[src/rtl/core/midpoint_circle_generator_macros.svh]
// Assertion macros shared by the circle generator modules.
// Each use expects clk and rst_n in scope.
`ifndef MIDPOINT_CIRCLE_GENERATOR_MACROS_SVH
`define MIDPOINT_CIRCLE_GENERATOR_MACROS_SVH

`ifndef NO_ASSERTIONS

// same-cycle implication
`define MCG_ASSERT_IMP(lbl, ante, cons) \
  lbl: assert property (@(posedge clk) disable iff (!rst_n) (ante) |-> (cons)) \
    else $error("mcg assertion failed");

// next-cycle implication
`define MCG_ASSERT_NXT(lbl, ante, cons) \
  lbl: assert property (@(posedge clk) disable iff (!rst_n) (ante) |=> (cons)) \
    else $error("mcg assertion failed");

`else

`define MCG_ASSERT_IMP(lbl, ante, cons)
`define MCG_ASSERT_NXT(lbl, ante, cons)

`endif

`endif

[src/rtl/core/mcg_pkg.sv]
package mcg_pkg;

  localparam int SCREEN_WIDTH  = 96;   // 1..256
  localparam int SCREEN_HEIGHT = 64;   // 1..256
  localparam int MAX_RADIUS    = 63;   // 1..63
  localparam int RESULT_CAP    = 64;

  localparam int FIFO_DEPTH = 2;
  localparam int FIFO_AW    = 1;

  localparam int D_W     = 12;  // decision value, signed
  localparam int COORD_W = 10;  // pixel coordinate, signed

  typedef struct packed {
    logic [7:0]  center_x;
    logic [7:0]  center_y;
    logic [5:0]  radius;
    logic [15:0] color;
  } req_t;

  typedef enum logic [1:0] {
    ST_IDLE = 2'b01,
    ST_RUN  = 2'b10
  } back_state_t;

  function automatic logic on_screen(input logic signed [COORD_W-1:0] px,
                                     input logic signed [COORD_W-1:0] py);
    // non-negative first, then compare magnitude against the screen size
    return !px[COORD_W-1] && !py[COORD_W-1] &&
           (px[COORD_W-2:0] < (COORD_W-1)'(SCREEN_WIDTH)) &&
           (py[COORD_W-2:0] < (COORD_W-1)'(SCREEN_HEIGHT));
  endfunction

  function automatic logic [7:0] octant_mask(input logic [7:0] cx,
                                             input logic [7:0] cy,
                                             input logic [5:0] a,
                                             input logic [5:0] b);
    logic signed [COORD_W-1:0] x, y, sa, sb;
    logic [7:0] m;
    x  = $signed({2'b00, cx});
    y  = $signed({2'b00, cy});
    sa = $signed({4'b0000, a});
    sb = $signed({4'b0000, b});
    m[0] = on_screen(x + sa, y + sb);
    m[1] = on_screen(x + sa, y - sb);
    m[2] = on_screen(x - sa, y + sb);
    m[3] = on_screen(x - sa, y - sb);
    m[4] = on_screen(x + sb, y + sa);
    m[5] = on_screen(x + sb, y - sa);
    m[6] = on_screen(x - sb, y + sa);
    m[7] = on_screen(x - sb, y - sa);
    return m;
  endfunction

endpackage

[src/rtl/core/mcg_front.sv]
module mcg_front
  import mcg_pkg::*;
(
  input  logic        in_valid,
  output logic        in_ready,
  input  logic [7:0]  in_center_x,
  input  logic [7:0]  in_center_y,
  input  logic [5:0]  in_radius,
  input  logic [15:0] in_color,
  input  logic        fifo_full,
  output logic        push,
  output req_t        push_req
);

  logic center_ok;
  logic [5:0] radius_clamped;

  assign center_ok = ({1'b0, in_center_x} < 9'(SCREEN_WIDTH)) &&
                     ({1'b0, in_center_y} < 9'(SCREEN_HEIGHT));

  assign radius_clamped = ({1'b0, in_radius} > 7'(MAX_RADIUS)) ? 6'(MAX_RADIUS) : in_radius;

  // off-screen centers are taken and dropped
  assign in_ready = !fifo_full;
  assign push     = in_valid && in_ready && center_ok;

  assign push_req.center_x = in_center_x;
  assign push_req.center_y = in_center_y;
  assign push_req.radius   = radius_clamped;
  assign push_req.color    = in_color;

endmodule

[src/rtl/core/mcg_fifo.sv]
`include "midpoint_circle_generator_macros.svh"

module mcg_fifo
  import mcg_pkg::*;
(
  input  logic clk,
  input  logic rst_n,
  input  logic push,
  input  req_t push_req,
  input  logic pop,
  output req_t head,
  output logic empty,
  output logic full
);

  req_t                 entry_r [FIFO_DEPTH];
  logic [FIFO_AW-1:0]   wr_ptr_r, wr_ptr_nxt;
  logic [FIFO_AW-1:0]   rd_ptr_r, rd_ptr_nxt;
  logic [FIFO_AW:0]     count_r, count_nxt;

  assign empty = (count_r == '0);
  assign full  = (count_r == (FIFO_AW+1)'(FIFO_DEPTH));
  assign head  = entry_r[rd_ptr_r];

  always_comb begin
    wr_ptr_nxt = wr_ptr_r;
    rd_ptr_nxt = rd_ptr_r;
    count_nxt  = count_r;
    if (push) begin
      wr_ptr_nxt = (wr_ptr_r == FIFO_AW'(FIFO_DEPTH-1)) ? '0 : wr_ptr_r + 1'b1;
    end
    if (pop) begin
      rd_ptr_nxt = (rd_ptr_r == FIFO_AW'(FIFO_DEPTH-1)) ? '0 : rd_ptr_r + 1'b1;
    end
    if (push && !pop) begin
      count_nxt = count_r + 1'b1;
    end else if (pop && !push) begin
      count_nxt = count_r - 1'b1;
    end
  end

  always_ff @(posedge clk) begin
    if (!rst_n) begin
      wr_ptr_r <= '0;
      rd_ptr_r <= '0;
      count_r  <= '0;
    end else begin
      wr_ptr_r <= wr_ptr_nxt;
      rd_ptr_r <= rd_ptr_nxt;
      count_r  <= count_nxt;
    end
  end

  always_ff @(posedge clk) begin
    if (push) begin
      entry_r[wr_ptr_r] <= push_req;
    end
  end

  `MCG_ASSERT_IMP(a_no_overflow, push, !full || pop)
  `MCG_ASSERT_IMP(a_no_underflow, pop, !empty)
  `MCG_ASSERT_IMP(a_count_bound, 1'b1, count_r <= (FIFO_AW+1)'(FIFO_DEPTH))

endmodule

[src/rtl/core/mcg_back.sv]
`include "midpoint_circle_generator_macros.svh"

module mcg_back
  import mcg_pkg::*;
(
  input  logic        clk,
  input  logic        rst_n,
  input  req_t        head,
  input  logic        empty,
  output logic        pop,
  output logic        out_valid,
  input  logic        out_ready,
  output logic [7:0]  out_center_x,
  output logic [7:0]  out_center_y,
  output logic [5:0]  out_offset_a,
  output logic [5:0]  out_offset_b,
  output logic [7:0]  out_visible_mask,
  output logic [15:0] out_pixel_color,
  output logic        out_last
);

  back_state_t           state_r, state_nxt;
  logic [7:0]            cx_r, cy_r;
  logic [15:0]           color_r;
  logic [5:0]            a_r, b_r;
  logic signed [D_W-1:0] d_r;

  logic [5:0]            a_nxt, b_nxt;
  logic signed [D_W-1:0] d_nxt;

  logic                  out_valid_r, out_valid_nxt;
  logic [7:0]            ocx_r, ocy_r, mask_r;
  logic [5:0]            oa_r, ob_r;
  logic [15:0]           ocol_r;
  logic                  olast_r;

  logic                  slot_free, step, load, diag, last;
  logic signed [D_W-1:0] a_s, b_s;
  logic [7:0]            a_adv;

  assign slot_free = !out_valid_r || out_ready;
  assign step      = (state_r == ST_RUN) && slot_free;
  assign load      = (state_r == ST_IDLE) && !empty;
  assign pop       = load;

  assign a_s  = $signed({{(D_W-6){1'b0}}, a_r});
  assign b_s  = $signed({{(D_W-6){1'b0}}, b_r});
  assign diag = !d_r[D_W-1];

  // a+1 > b' with b' = b-1 on a diagonal step
  assign a_adv = {2'b00, a_r} + (diag ? 8'd2 : 8'd1);
  assign last  = (a_adv > {2'b00, b_r}) || (a_r == 6'(RESULT_CAP-1));

  always_comb begin
    state_nxt = state_r;
    a_nxt     = a_r;
    b_nxt     = b_r;
    d_nxt     = d_r;
    unique case (state_r)
      ST_IDLE: begin
        if (load) begin
          a_nxt     = '0;
          b_nxt     = head.radius;
          d_nxt     = D_W'(3) - $signed({{(D_W-7){1'b0}}, head.radius, 1'b0});
          state_nxt = ST_RUN;
        end
      end
      ST_RUN: begin
        if (step) begin
          a_nxt = a_r + 1'b1;
          if (diag) begin
            d_nxt = d_r + ((a_s - b_s) <<< 2) + D_W'(10);
            b_nxt = b_r - 1'b1;
          end else begin
            d_nxt = d_r + (a_s <<< 2) + D_W'(6);
          end
          if (last) begin
            state_nxt = ST_IDLE;
          end
        end
      end
      default: state_nxt = ST_IDLE;
    endcase
  end

  always_comb begin
    out_valid_nxt = out_valid_r;
    if (step) begin
      out_valid_nxt = 1'b1;
    end else if (out_ready) begin
      out_valid_nxt = 1'b0;
    end
  end

  always_ff @(posedge clk) begin
    if (!rst_n) begin
      state_r     <= ST_IDLE;
      out_valid_r <= 1'b0;
    end else begin
      state_r     <= state_nxt;
      out_valid_r <= out_valid_nxt;
    end
  end

  always_ff @(posedge clk) begin
    a_r <= a_nxt;
    b_r <= b_nxt;
    d_r <= d_nxt;
    if (load) begin
      cx_r    <= head.center_x;
      cy_r    <= head.center_y;
      color_r <= head.color;
    end
    if (step) begin
      ocx_r   <= cx_r;
      ocy_r   <= cy_r;
      oa_r    <= a_r;
      ob_r    <= b_r;
      mask_r  <= octant_mask(cx_r, cy_r, a_r, b_r);
      ocol_r  <= color_r;
      olast_r <= last;
    end
  end

  assign out_valid        = out_valid_r;
  assign out_center_x     = ocx_r;
  assign out_center_y     = ocy_r;
  assign out_offset_a     = oa_r;
  assign out_offset_b     = ob_r;
  assign out_visible_mask = mask_r;
  assign out_pixel_color  = ocol_r;
  assign out_last         = olast_r;

  `MCG_ASSERT_NXT(a_load_runs, load, state_r == ST_RUN)
  `MCG_ASSERT_IMP(a_run_in_range, state_r == ST_RUN, a_r <= b_r)
  `MCG_ASSERT_NXT(a_last_idles, step && last, state_r == ST_IDLE && out_last)

endmodule

[src/rtl/core/midpoint_circle_generator.sv]
// Channel  | Direction | Handshake             | Payload
// in       | input     | in_valid / in_ready   | center_x, center_y, radius, color
// out      | output    | out_valid / out_ready | center, offsets a/b, mask, color, last
//
// Each drawn circle is loaded from the queue, then gives one result per cycle while
// a <= b and no result is stalled: about floor(r/sqrt(2)) + 1 results, 45 for radius
// 63. The single midpoint stepping unit in the back end takes the next circle only
// after the last result of the one before; a stalled result holds the stepping unit
// until it is taken. Items whose center is off screen are taken and give nothing.
// rst_n is synchronous and active low; it empties the queue and the output stage.
module midpoint_circle_generator
  import mcg_pkg::*;
(
  input  logic        clk,
  input  logic        rst_n,
  input  logic        in_valid,
  output logic        in_ready,
  input  logic [7:0]  in_center_x,
  input  logic [7:0]  in_center_y,
  input  logic [5:0]  in_radius,
  input  logic [15:0] in_color,
  output logic        out_valid,
  input  logic        out_ready,
  output logic [7:0]  out_center_x,
  output logic [7:0]  out_center_y,
  output logic [5:0]  out_offset_a,
  output logic [5:0]  out_offset_b,
  output logic [7:0]  out_visible_mask,
  output logic [15:0] out_pixel_color,
  output logic        out_last
);

  logic push, pop, empty, full;
  req_t push_req, head;

  mcg_front u_front (
    .in_valid    (in_valid),
    .in_ready    (in_ready),
    .in_center_x (in_center_x),
    .in_center_y (in_center_y),
    .in_radius   (in_radius),
    .in_color    (in_color),
    .fifo_full   (full),
    .push        (push),
    .push_req    (push_req)
  );

  mcg_fifo u_fifo (
    .clk      (clk),
    .rst_n    (rst_n),
    .push     (push),
    .push_req (push_req),
    .pop      (pop),
    .head     (head),
    .empty    (empty),
    .full     (full)
  );

  mcg_back u_back (
    .clk              (clk),
    .rst_n            (rst_n),
    .head             (head),
    .empty            (empty),
    .pop              (pop),
    .out_valid        (out_valid),
    .out_ready        (out_ready),
    .out_center_x     (out_center_x),
    .out_center_y     (out_center_y),
    .out_offset_a     (out_offset_a),
    .out_offset_b     (out_offset_b),
    .out_visible_mask (out_visible_mask),
    .out_pixel_color  (out_pixel_color),
    .out_last         (out_last)
  );

endmodule

[config.mk]
export PLATFORM = sky130hd
export DESIGN_NAME = midpoint_circle_generator
export DESIGN_NICKNAME = d
export VERILOG_FILES = /design/src/rtl/core/mcg_pkg.sv /design/src/rtl/core/mcg_front.sv /design/src/rtl/core/mcg_fifo.sv /design/src/rtl/core/mcg_back.sv /design/src/rtl/core/midpoint_circle_generator.sv
export VERILOG_INCLUDE_DIRS = /design/src /design/src/rtl/core
export SDC_FILE = /design/constraint.sdc
export NUM_CORES = 1
export LEC_CHECK = 0
export BUFFER_PORTS_ARGS = -buffer_cell sky130_fd_sc_hd__buf_4
export CORE_ASPECT_RATIO = 1.25
export CORE_MARGIN = 2
export CORE_UTILIZATION = 50
export CTS_CLUSTER_SIZE = 12
export DETAILED_ROUTE_END_ITERATION = 10
export GPL_TIMING_DRIVEN = 0
export PLACE_DENSITY = 0.65
export SYNTH_ARGS = -nofsm -noshare
export SYNTH_HDL_FRONTEND = slang
export SYNTH_SLANG_ARGS = --single-unit
[constraint.sdc]
create_clock -name clk -period 8.45 [get_ports clk]
set_clock_uncertainty 0.2 [all_clocks]
set_input_delay 0.845 -clock clk [delete_from_list [all_inputs] [get_ports clk]]
set_output_delay 0.845 -clock clk [all_outputs]
set_load 0.1 [all_outputs]
# ---- Yosys cells after proc, flatten, opt, wreduce, memory -nomap -nowiden
# Memories as Yosys holds them, arrays and structs flattened. A register that Yosys moved wholly into a read port is not among the register bits.
# Index checks and enable logic that the tools add are counted.
dict set report classes {
  n_addsub 21
  n_lt_le_gt_ge 11
  n_eq_ne 8
  muxes 26
  n_reduce_logical 53
}
# cell count
set ops {}
lappend ops {{< comparator 9 x 7 -> 1 bit (second input constant)} 8}
lappend ops {{adder 8 x 6 -> 9 bit} 4}
lappend ops {{two-way mux 12 bit} 3}
lappend ops {{subtractor 8 x 6 -> 9 bit} 4}
lappend ops {{logical AND 1 bit} 31}
lappend ops {{two-way mux 6 bit} 5}
lappend ops {{case mux 12 bit (2 select lines)} 1}
lappend ops {{case mux 6 bit (2 select lines)} 2}
lappend ops {{< comparator 8 x 7 -> 1 bit (second input constant)} 2}
lappend ops {{adder 12 bit} 1}
lappend ops {{adder 12 x 4 -> 12 bit (second input constant)} 1}
lappend ops {{adder 12 x 5 -> 12 bit (second input constant)} 1}
lappend ops {{adder 12 x 9 -> 12 bit} 1}
lappend ops {{two-way mux 2 bit} 6}
lappend ops {{logical NOT 1 bit} 9}
lappend ops {{adder 6 x 8 -> 8 bit} 1}
lappend ops {{> comparator 8 x 6 -> 1 bit} 1}
lappend ops {{two-way mux 1 bit} 8}
lappend ops {{subtractor 2 x 7 -> 8 bit (first input constant)} 1}
lappend ops {{subtractor 6 x 6 -> 7 bit} 1}
lappend ops {{adder 6 x 1 -> 6 bit (second input constant)} 1}
lappend ops {{== test 6 bit (second input constant)} 1}
lappend ops {{AND reduction 3 bit} 2}
lappend ops {{nonzero test 2 bit} 3}
lappend ops {{13 further kinds} 21}
dict set report word_totals {
  register_bits 116
  ramBits 76
  inputBits 42
  output_inout_bits 55
  word_cells 138
  memories 1
}
# memory words word_bits read_ports rd_clocked_by_memory_dff write_ports line_no
set memory_table {}
lappend memory_table {u_fifo.entry_r 2 38 1 1 1 mcg_fifo.sv:16} ;# req_t entry_r [FIFO_DEPTH];

# ---- Logic depth before layout (Yosys ltp)
# Gate-level depths: netlist of the first run.
dict set report depth {
  depth_word 8
  depth_mapped 16
  mapped_depth_nobuf 16
}

# ---- Cells and area by module
# Synthesis of the first run repeated with hierarchy kept, for this count alone.
dict set report unflattened {
  cells_unflattened 697
  hier_area_um2 9609.2
}
# mod instances cells_each area_each_um2 seq_area_each_um2
set modules_own_cells {}
lappend modules_own_cells {mcg_back 1 515 6339.8 3303.2}
lappend modules_own_cells {mcg_fifo 1 140 2964.1 2382.3}
lappend modules_own_cells {mcg_front 1 42 305.3 0.0}

# ---- Worst setup path after synthesis of the first run
# No wires, ideal clock.
dict set report synth_timing {
  path_kind {flip-flop to flip-flop}
  startpoint {register u_fifo.count_r[0]}
  endpoint {memory u_fifo.entry_r[0][0] in the netlist's numbering, enable pin}
  setup_ns 0.435
  arrival_ns 3.109
  t_required_ns 7.815
  setup_slack_ns 4.707
  stages_incl_launch_ff 4
  path_buffers 0
  period_less_slack_ns 3.743
  cell_sequence {dfxtp_1 > nand2b_1 > nand3_1 > nor2_1}
}
dict set report synth_between {
  elab_chain_cells 6
}
# item line_no
set synth_lines {}
lappend synth_lines {{start: declaration} mcg_fifo.sv:19} ;# logic [FIFO_AW:0] count_r, count_nxt;
lappend synth_lines {{start signal: assignment} mcg_fifo.sv:50} ;# count_r <= count_nxt;
lappend synth_lines {{== test 2 bit} mcg_fifo.sv:22} ;# assign full = (count_r == (FIFO_AW+1)'(FIFO_DEPTH));
lappend synth_lines {{logical NOT 1 bit} mcg_front.sv:24} ;# assign in_ready = !fifo_full;
lappend synth_lines {{named net in_ready} midpoint_circle_generator.sv:17} ;# output logic in_ready,
lappend synth_lines {{logical AND 1 bit (2 in a row)} mcg_front.sv:25} ;# assign push = in_valid && in_ready && center_ok;
lappend synth_lines {{two-way mux 1 bit} mcg_fifo.sv:55} ;# if (push) begin
lappend synth_lines {{two-way mux 1 bit (not written as such)} mcg_fifo.sv:56} ;# entry_r[wr_ptr_r] <= push_req;
lappend synth_lines {{end: declaration} mcg_fifo.sv:16}
# The timed path passes the listed nets, and every way through them passes these cells.

# ---- Worst setup path after layout of the first run
dict set report layout_timing {
  startpoint {register u_back.b_r[1]}
  endpoint {register u_back.d_r[10], data pin}
}
dict set report layout_between {
  elab_chain_cells 6
}
# item line_no
set layout_lines {}
lappend layout_lines {{start: declaration} mcg_back.sv:25} ;# logic [5:0] a_r, b_r;
lappend layout_lines {{start signal: assignment} mcg_back.sv:107} ;# b_r <= b_nxt;
lappend layout_lines {{subtractor 6 x 6 -> 7 bit} mcg_back.sv:72} ;# d_nxt = d_r + ((a_s - b_s) <<< 2) + D_W'(10);
lappend layout_lines {{adder 12 bit} mcg_back.sv:72}
lappend layout_lines {{adder 12 x 5 -> 12 bit} mcg_back.sv:72}
lappend layout_lines {{two-way mux 12 bit} mcg_back.sv:71} ;# if (diag) begin
lappend layout_lines {{two-way mux 12 bit} mcg_back.sv:69} ;# if (step) begin
lappend layout_lines {{case mux 12 bit (2 select lines)} mcg_back.sv:59} ;# unique case (state_r)
lappend layout_lines {{named net u_back.d_nxt[10]} mcg_back.sv:29} ;# logic signed [D_W-1:0] d_nxt;
lappend layout_lines {{end signal: assignment} mcg_back.sv:108} ;# d_r <= d_nxt;
lappend layout_lines {{end: declaration} mcg_back.sv:26} ;# logic signed [D_W-1:0] d_r;
# The timed path passes the listed nets, and every way through them passes these cells. The select of a mux whose other input is x is not followed.
# A chain may end at the register's enable or synchronous reset.

==> summary.md, run 1 <==
| Metric | Value |
|---|---|
| Status | finished clean |
| Arrival time reported for the critical path endpoint | 3.99 ns |
| Buf+Inv Stages, Crit Path | 2 |
| Area of the die | 19700 um2 |
| Antenna violations before repair | 0 |
| Area inside the core boundary | 18200 um2 |
| Last weighted congestion value of the routability-driven placer | 0.915 |
| Clock power frac | 19.8% |
| R2R Path Start | u_back.b_r[1]$_DFFE_PP_ |
| CP Capture Type | register |
| Post-synth top area share | 59.4% |
| Number of global-route vias before repair | 5951 |
| Top post-synthesis cells by area | sky130_fd_sc_hd__edfxtp_1 59%, sky130_fd_sc_hd__ha_1 12%, sky130_fd_sc_hd__mux2_2 3.9%, sky130_fd_sc_hd__xnor2_1 2.2%, sky130_fd_sc_hd__a21oi_1 1.9% |
| Worst slack after detailed placement | 4.40 ns |
| Max-capacitance violation count | 0 |
| Power per unit of standard cell area | 391 nW/um2 |
| Root Driver | sky130_fd_sc_hd__clkbuf_16 |
| Combinational power share | 47.3% |
| Hold/Removal Path Class | register to register |
| Worst Max-Slew Pin Slew | 0.811 ns |
| Crit Reg-Reg Endpoint | u_back.d_r[10]$_DFFE_PP_ |
| Area grow syn2layout | 18.9% |
| Aggregate routed wire length | 19000 um |
| Global-route usage over all layers | 20.3% |
| Final slew viol count | 0 |
| Period Utilization, post-route | 48.0% |
| Number of buffers added to fix hold violations after cts | 0 |
| CP cell instances | inv_1 -> ha_1 -> a21o_1 -> a21oi_1 -> o21bai_1 -> a21oi_1 -> xnor2_1 -> ha_1 -> ha_1 -> inv_1 -> o22ai_1 -> or4_1 -> o21ai_2 -> xor2_1 -> o221ai_1 |
| Overflow after GRT | 0 |
| Routed length per placed instance | 18.6 um |
| Clock tree from TritonCTS | done |
| # clock sinks | 192 |
| Summed negative setup slack over all endpoints | 0 ns |
| Origin of the worst setup path | u_back.b_r[1]$_DFFE_PP_ |
| Leakage power figure | 4.23 nW |
| Final worst slack | 4.40 ns |
| Total Power | 4.32 mW |
| Global-route wire length before repair | 30600 um |
| Fraction of power consumed by sequential logic | 32.9% |
| Worst slew margin relative to its limit | 45.4% |
| Post-CTS setup-driven buffer insertion count | 0 |
| Synthesized flop and latch total | 192 |
| Yosys synthesis warning count | 0 |
| Number of vias after detailed routing | 5638 |
| Final ANT Viol Nets | 0 |
| Syn avg cell area | 14.1 um2 |
| Startpoint Class | register |
| Max FO, Critical Path | 6 |
| Final design utilization | 60.9% |
| 1st-pass router iterations | 4 |
| Residual DRC | 0 |
| Synthesized instance count | 658 |
| Proportion of layout cells with a drive suffix above 1 | 23.9% |
| Die outline width | 126 um |
| Pin count of the biggest net entering global routing | 34 |
| Count of inserted antenna diode cells | 0 |
| Number of enable-type register cells in the synthesized netlist | 184 |
| Switching Power | 1.78 mW |
| Post-detailed-route via-to-cell ratio | 5.54 |
| Vertical extent of the die | 157 um |
| Port Buffer Count | 96 |
| CTS H-tree lvls | 4 |
| Internal power summed over all cells | 2.54 mW |
| Highest clock rate | 247 MHz |
| Worst-Skew Late Latency | 0.45 ns |
| Total I/O pin count | 97 |
| Worst setup path class | register to register |
| Number of design-rule violations left by the first detailed-router iteration | 259 |
| Clock Tree Buf Depth | 2 |
| Global Route met2 Usage | 35.6% |
| Count of final hold-check violations | 0 |
| Data required time at the worst endpoint | 8.39 ns |
| Most numerous cell on the critical path | sky130_fd_sc_hd__ha_1 |
| Crit path largest cell delay | 0.51 ns |
| Post-synth top area cell | sky130_fd_sc_hd__edfxtp_1 |
| Initial core utilization | 51.2% |
| Minimum clock period | 4.05 ns |
| Ys flop type | sky130_fd_sc_hd__edfxtp_1 |
| Logic depth of the worst register-to-register path | 15 |
| Library cells used by synthesis | 57 |
| Post-cts resize count | 0 |
| Final setup violation count | 0 |
| Core Rows | 55 |
| Reg2reg setup slack | 4.40 ns |
| Peak supply drop | 0.242 mV |
| CTS clk-pin slew, worst paths | 0.08 ns |
| Hold-critical path depth | 0 |
| Count of nets after finishing | 912 |
| Sequential cell area fraction in the yosys report | 61.1% |
| Estimated wirelength of the detail-placed design | 13800 um |
| CP max-delay cell | sky130_fd_sc_hd__edfxtp_1 |
| Proportion of total power due to net switching | 41.2% |
| Met1 capacity usage during global routing | 23.6% |
| Total clock buffers created by CTS | 17 |
| Fraction of synthesis flops using an asynchronous set or reset pin | 0% |
| Endpoint of the most critical setup path | u_back.d_r[10]$_DFFE_PP_ |
| Cell family with most CP delay | compound AO/OA/AOI/OAI gates |
| Area of the mapped netlist | 9300 um2 |
| RSZ-0062 raised after global routing | no |
| Most heavily used metal layer in global routing | met2 |
| Global Route met3 Usage | 5.03% |
| Post-synth net total | 793 |
| Number of stages on the worst setup path | 15 |
==> metrics by stage <==
stage | instances | cell area [um2] | hold slack (ns)
final | 1018 | 11100 | 0.225
after global routing | 1018 | 11100 | 0.238
after CTS | 1017 | 11000 | 0.225
after detailed placement | 985 | 10400 | 0.205
after global placement | 982 | 10300 | 0.201
after floorplan | 658 | 9300 | 0.200
==> area by class of cell <==
type,instances,area [um2]
Multi-Input combinational cell,408,3390
Fill cell,1436,7110
Buffer,11,61.3
Clock inverter,15,225
Clock buffer,17,425
Tap cell,228,285
Timing Repair Buffer,100,808
Inverter,47,176
Sequential cell,192,5690
==> layout by cell type (no fill, tap or decap), drive strengths merged, types with 6 or more instances in the layout <==
master / netlist / routed
a211oi: 8 / 8
a21oi: 37 / 37
and2: 6 / 6
buf: 6 / 106
clkbuf: 5 / 22
dfxtp: 8 / 8
edfxtp: 184 / 184
ha: 89 / 89
inv: 47 / 57
mux2: 32 / 32
mux2i: 8 / 8
nand2: 18 / 18
nand2b: 10 / 10
nand3: 7 / 7
nor2: 35 / 35
nor2b: 7 / 7
nor3: 10 / 10
o211ai: 6 / 6
o21a: 7 / 7
o21ai: 29 / 29
o31ai: 8 / 8
xnor2: 23 / 23
xor2: 12 / 12
==> layer usage <==
layer	share of wire [%]	vias to the layer above	routed length (um)
met3	5.7	28	1080
met4	2.5	0	476
met1	39	2751	7490
met2	52	138	9940
li1	-	2721	-
met5	0	-	0
==> sequential cells by signal, indices dropped and copies added, names as in the netlist, 2 cells and up, named ones only <==
name                     count
u_back.out_offset_b          6
u_back.cy_r                  8
u_back.out_center_y          8
u_back.a_r                   6
u_back.cx_r                  8
u_fifo.count_r               2
u_back.out_pixel_color      16
u_back.d_r                  11
u_back.out_visible_mask      8
u_back.state_r               2
u_back.b_r                   6
u_back.out_center_x          8
u_back.out_offset_a          6
u_back.color_r              16
u_fifo.entry_r              76
==> logic make-up (layout without fill, tap and decap cells) <==
kind of cell               Yosys count  after routing  share of synthesized area (%)
AOI/OAI and AO/OA                  131            131                           9.51
xor gates and xnor gates            35             35                           3.38
adders and majority gates           93             93                           12.8
buffers and inverters               58            190                           2.56
DFF                                192            192                           61.1
muxes                               40             40                           4.73
and+or+nand+nor                    109            109                           5.88
==> power groups by stage <==
stage | combinational [mW] | sequential, mW | clock [mW]
after floorplan | 1.50 | 1.46 | 0
after global placement | 1.92 | 1.44 | 0
after detailed placement | 2.01 | 1.45 | 0
after CTS | 2.03 | 1.43 | 0.873
after global routing | 2.30 | 1.44 | 0.912
final | 2.05 | 1.42 | 0.856
==> how the worst min path moves through the flow <==
stage | endpoint | slack, ns | start
2_1_floorplan | u_back.out_pixel_color[0]$_DFFE_PP_ | 0.20 | u_back.color_r[0]$_DFFE_PP_
3_3_place_gp | u_back.out_pixel_color[2]$_DFFE_PP_ | 0.20 | u_back.color_r[2]$_DFFE_PP_
3_5_place_dp | u_back.out_pixel_color[11]$_DFFE_PP_ | 0.20 | u_back.color_r[11]$_DFFE_PP_
4_1_cts | u_back.out_pixel_color[14]$_DFFE_PP_ | 0.23 | u_back.color_r[14]$_DFFE_PP_
5_1_grt | u_back.out_pixel_color[7]$_DFFE_PP_ | 0.24 | u_back.color_r[7]$_DFFE_PP_
6_report | u_back.out_pixel_color[14]$_DFFE_PP_ | 0.23 | u_back.color_r[14]$_DFFE_PP_
==> cells in the mapped netlist (4+ instances only) <==
| cell | n |
|---|---|
| sky130_fd_sc_hd__mux2i_1 | 8 |
| sky130_fd_sc_hd__a31oi_1 | 5 |
| sky130_fd_sc_hd__o21ai_1 | 5 |
| sky130_fd_sc_hd__xnor2_1 | 23 |
| sky130_fd_sc_hd__a21boi_0 | 4 |
| sky130_fd_sc_hd__inv_1 | 45 |
| sky130_fd_sc_hd__fa_1 | 4 |
| sky130_fd_sc_hd__o31ai_1 | 8 |
| sky130_fd_sc_hd__buf_2 | 5 |
| sky130_fd_sc_hd__xor2_1 | 11 |
| sky130_fd_sc_hd__o221ai_1 | 4 |
| sky130_fd_sc_hd__o211ai_1 | 6 |
| sky130_fd_sc_hd__o21ai_0 | 23 |
| sky130_fd_sc_hd__nand2_1 | 18 |
| sky130_fd_sc_hd__a21o_1 | 5 |
| sky130_fd_sc_hd__a21oi_1 | 35 |
| sky130_fd_sc_hd__clkbuf_1 | 4 |
| sky130_fd_sc_hd__nand2b_1 | 10 |
| sky130_fd_sc_hd__nand3_1 | 7 |
| sky130_fd_sc_hd__a211oi_1 | 7 |
| sky130_fd_sc_hd__edfxtp_1 | 184 |
| sky130_fd_sc_hd__dfxtp_1 | 8 |
| sky130_fd_sc_hd__o21a_1 | 7 |
| sky130_fd_sc_hd__o21bai_1 | 4 |
| sky130_fd_sc_hd__nor2_1 | 34 |
| sky130_fd_sc_hd__nor3_1 | 10 |
| sky130_fd_sc_hd__nor2b_1 | 7 |
| sky130_fd_sc_hd__nor4b_1 | 4 |
| sky130_fd_sc_hd__mux2_2 | 32 |
| sky130_fd_sc_hd__ha_1 | 89 |
| sky130_fd_sc_hd__and2_1 | 6 |
Power figures use the tool's default switching activity.
==> inputs of run 2 (changes only) <==
Clock period 8.45 ns to 3.8 ns, I/O delays scaled along.
==> summary.md, run 2 (synthesis results as in run 1) <==
| Metric | Value |
|---|---|
| Status | finished clean |
| Final design utilization | 64.1% (+3.2 points) |
| Global-route wire length before repair | 31800 um (+4.0%) |
| Total clock buffers created by CTS | 17 (unchanged) |
| Max FO, Critical Path | 5 (-1) |
| CTS clk-pin slew, worst paths | 0.08 ns (about the same) |
| Number of design-rule violations left by the first detailed-router iteration | 274 (+5.8%) |
| Clock tree from TritonCTS | done |
| Port Buffer Count | 96 (unchanged) |
| Leakage power figure | 4.49 nW (+6.2%) |
| Final slew viol count | 0 (unchanged) |
| Power per unit of standard cell area | 854 nW/um2 (+120%) |
| 1st-pass router iterations | 4 (unchanged) |
| Last weighted congestion value of the routability-driven placer | 0.915 (unchanged) |
| Residual DRC | 0 (unchanged) |
| Count of final hold-check violations | 0 (unchanged) |
| Reg2reg setup slack | 0.11 ns (-4.29 ns) |
| Period Utilization, post-route | 97.1% (+49 points) |
| Crit path largest cell delay | 0.44 ns (-0.07 ns) |
| Worst slack after detailed placement | -0.245 ns (-4.65 ns) |
| Count of inserted antenna diode cells | 0 (unchanged) |
| Max reg flops | 76 (unchanged) |
| Number of global-route vias before repair | 6183 (+3.9%) |
| Proportion of layout cells with a drive suffix above 1 | 26.3% (+2.4 points) |
| CP cell instances | inv_2 -> ha_1 -> inv_1 -> fa_2 -> a21oi_1 -> o21ai_0 -> o21a_1 -> ha_1 -> ha_4 -> a21oi_2 -> o22ai_2 -> or4_1 -> o21ai_2 -> xor2_1 -> o221ai_1 |
| Most numerous cell on the critical path | sky130_fd_sc_hd__ha_1 |
| Total area of sequential cells | 5690 um2 (unchanged) |
| Minimum clock period | 3.69 ns (-0.364 ns) |
| Worst hold slack | 0.0547 ns (-0.171 ns) |
| Worst slew margin relative to its limit | 45.0% (-0.37 points) |
| Clock power frac | 19.2% (-0.6 points) |
| Total I/O pin count | 97 (unchanged) |
| Startpoint Class | register |
| Number of vias after detailed routing | 5862 (+4.0%) |
| Aggregate routed wire length | 19800 um (+4.2%) |
| Global-route usage over all layers | 21.1% (+0.75 points) |
| Die outline width | 126 um (unchanged) |
| Area after detailed placement | 10400 um2 (unchanged) |
| Worst setup path class | register to register |
| Core Rows | 55 (unchanged) |
| Estimated wirelength of the detail-placed design | 13800 um (unchanged) |
| Area of the die | 19700 um2 (unchanged) |
| Peak supply drop | 0.608 mV (+150%) |
| Fraction of power consumed by sequential logic | 31.2% (-1.7 points) |
| Combinational power share | 49.6% (+2.3 points) |
| Most frequent standard cell in the layout excluding fill and tap cells | sky130_fd_sc_hd__edfxtp_1 |
| Final ANT Viol Nets | 0 (unchanged) |
| Fin area | 11600 um2 (+5.2%) |
| Register containing the most flip-flops in the final layout | u_fifo.entry_r |
| Proportion of total power due to net switching | 40.9% (-0.22 points) |
| # clock sinks | 192 (unchanged) |
| Switching Power | 4.07 mW (+130%) |
| Internal power summed over all cells | 5.87 mW (+130%) |
| Worst-Skew Late Latency | 0.44 ns (about the same) |
| Fill cell count | 1387 (-3.4%) |
| Worst Max-Slew Pin Slew | 0.817 ns (+0.00547 ns) |
| Routed length per placed instance | 18.3 um (-1.7%) |
| Root Driver | sky130_fd_sc_hd__clkbuf_16 |
| Pin count of the biggest net entering global routing | 34 (unchanged) |
| Area grow syn2layout | 25.1% |
| Final setup violation count | 0 (unchanged) |
| Highest clock rate | 271 MHz (+9.9%) |
| Post-detailed-route via-to-cell ratio | 5.43 (-1.9%) |
| Count of nets after finishing | 973 (+6.7%) |
| Final worst slack | 0.111 ns (-4.29 ns) |
| CP Capture Type | register |
| Area inside the core boundary | 18200 um2 (unchanged) |
| Most frequent cells in the layout | 184 x sky130_fd_sc_hd__edfxtp_1, 120 x sky130_fd_sc_hd__buf_4, 88 x sky130_fd_sc_hd__ha_1, 39 x sky130_fd_sc_hd__dlygate4sd3_1, 38 x sky130_fd_sc_hd__inv_1 |
| Clock Tree Buf Depth | 2 (unchanged) |
| Hold/Removal Path Class | input port to register |
| Max-capacitance violation count | 0 (unchanged) |
| Arrival time reported for the critical path endpoint | 3.63 ns (-0.36 ns) |
| CTS H-tree lvls | 4 (unchanged) |
| Data required time at the worst endpoint | 3.74 ns (-4.65 ns) |
| Overflow after GRT | 0 (unchanged) |
| CP max-delay cell | sky130_fd_sc_hd__edfxtp_1 |
| Initial core utilization | 51.2% (unchanged) |
| Vertical extent of the die | 157 um (unchanged) |
| Antenna violations before repair | 0 (unchanged) |
| Multi-input gate area in the final layout | 3430 um2 (+1.0%) |
## run 2: cell count changes in the layout (fill, tap and decap cells not counted), moves of 2 or more
cell,delta
sky130_fd_sc_hd__a21oi_1,-3
sky130_fd_sc_hd__a21oi_2,+3
sky130_fd_sc_hd__buf_4,+23
sky130_fd_sc_hd__dlygate4sd3_1,+39
sky130_fd_sc_hd__fa_1,-2
sky130_fd_sc_hd__fa_2,+2
sky130_fd_sc_hd__inv_1,-5
sky130_fd_sc_hd__inv_2,+4
sky130_fd_sc_hd__inv_4,+2
## run 2: timing repair
| item | in CTS | in global routing |
|---|---|---|
| pin swaps | 2 | 5 |
| endpoints found under the hold margin | 79 | 0 |
| hold buffers | 39 | 0 |
| resized for setup | 7 | 7 |
| endpoints found under the setup margin | 3 | 2 |
| buffers inserted | 7 | 16 |
## run 2: layout make-up
| type | instances | share of cell area, % |
|---|---|---|
| buffer | 11 | 0.527 |
| clock buffer | 17 | 3.66 |
| clock inverter | 15 | 1.94 |
| inverter | 47 | 1.56 |
| multi-input combinational | 408 | 29.5 |
| sequential | 192 | 48.9 |
| tap | 228 | 2.45 |
| timing repair buffer | 161 | 11.5 |
## run 2: metal layers
metal	vias to the layer above	track usage [%]	share of wire (%)
met5	-	0	0
li1	2841	-	-
met3	31	4.82	5.1
met2	145	37.3	52
met1	2845	24.6	40
met4	0	8.95	2.6
## run 2: worst paths after layout
path	start	end	depth (start not counted)
worst max-delay path	u_back.a_r[0]$_SDFFCE_PN0P_	u_back.d_r[10]$_DFFE_PP_	15
worst min-delay path	out_ready	u_back.out_valid$_SDFFE_PN0P_	3
worst max register to register	u_back.a_r[0]$_SDFFCE_PN0P_	u_back.d_r[10]$_DFFE_PP_	15
worst min register to register	u_back.color_r[14]$_DFFE_PP_	u_back.out_pixel_color[14]$_DFFE_PP_	0
## run 2: stage by stage
| stage | TNS, ns | total power, mW | cells |
|---|---|---|---|
| 5_1_grt | -0.0557 | 10.7 | 1079 |
| 3_3_place_gp | -71.35 | 7.48 | 982 |
| 4_1_cts | 0 | 9.79 | 1063 |
| 2_1_floorplan | 0 | 6.60 | 658 |
| 6_report | 0 | 9.94 | 1079 |
| 3_5_place_dp | -0.358 | 7.69 | 985 |
## run 2: power by group through the flow
stage / combinational (mW) / sequential, mW / clock [mW]
3_5_place_dp: 4.46 / 3.22 / 0
2_1_floorplan: 3.35 / 3.25 / 0
4_1_cts: 4.72 / 3.13 / 1.94
3_3_place_gp: 4.27 / 3.21 / 0
5_1_grt: 5.51 / 3.14 / 2.03
6_report: 4.93 / 3.10 / 1.91
## run 2: critical path, delay by kind of cell (launching register included)
kind,cells,cell delay [ns]
compound gates,7,0.87
xor+xnor,1,0.17
flops,1,0.44
buf+inv,2,0.17
simple gates,1,0.43
fa+ha+maj,4,1.10
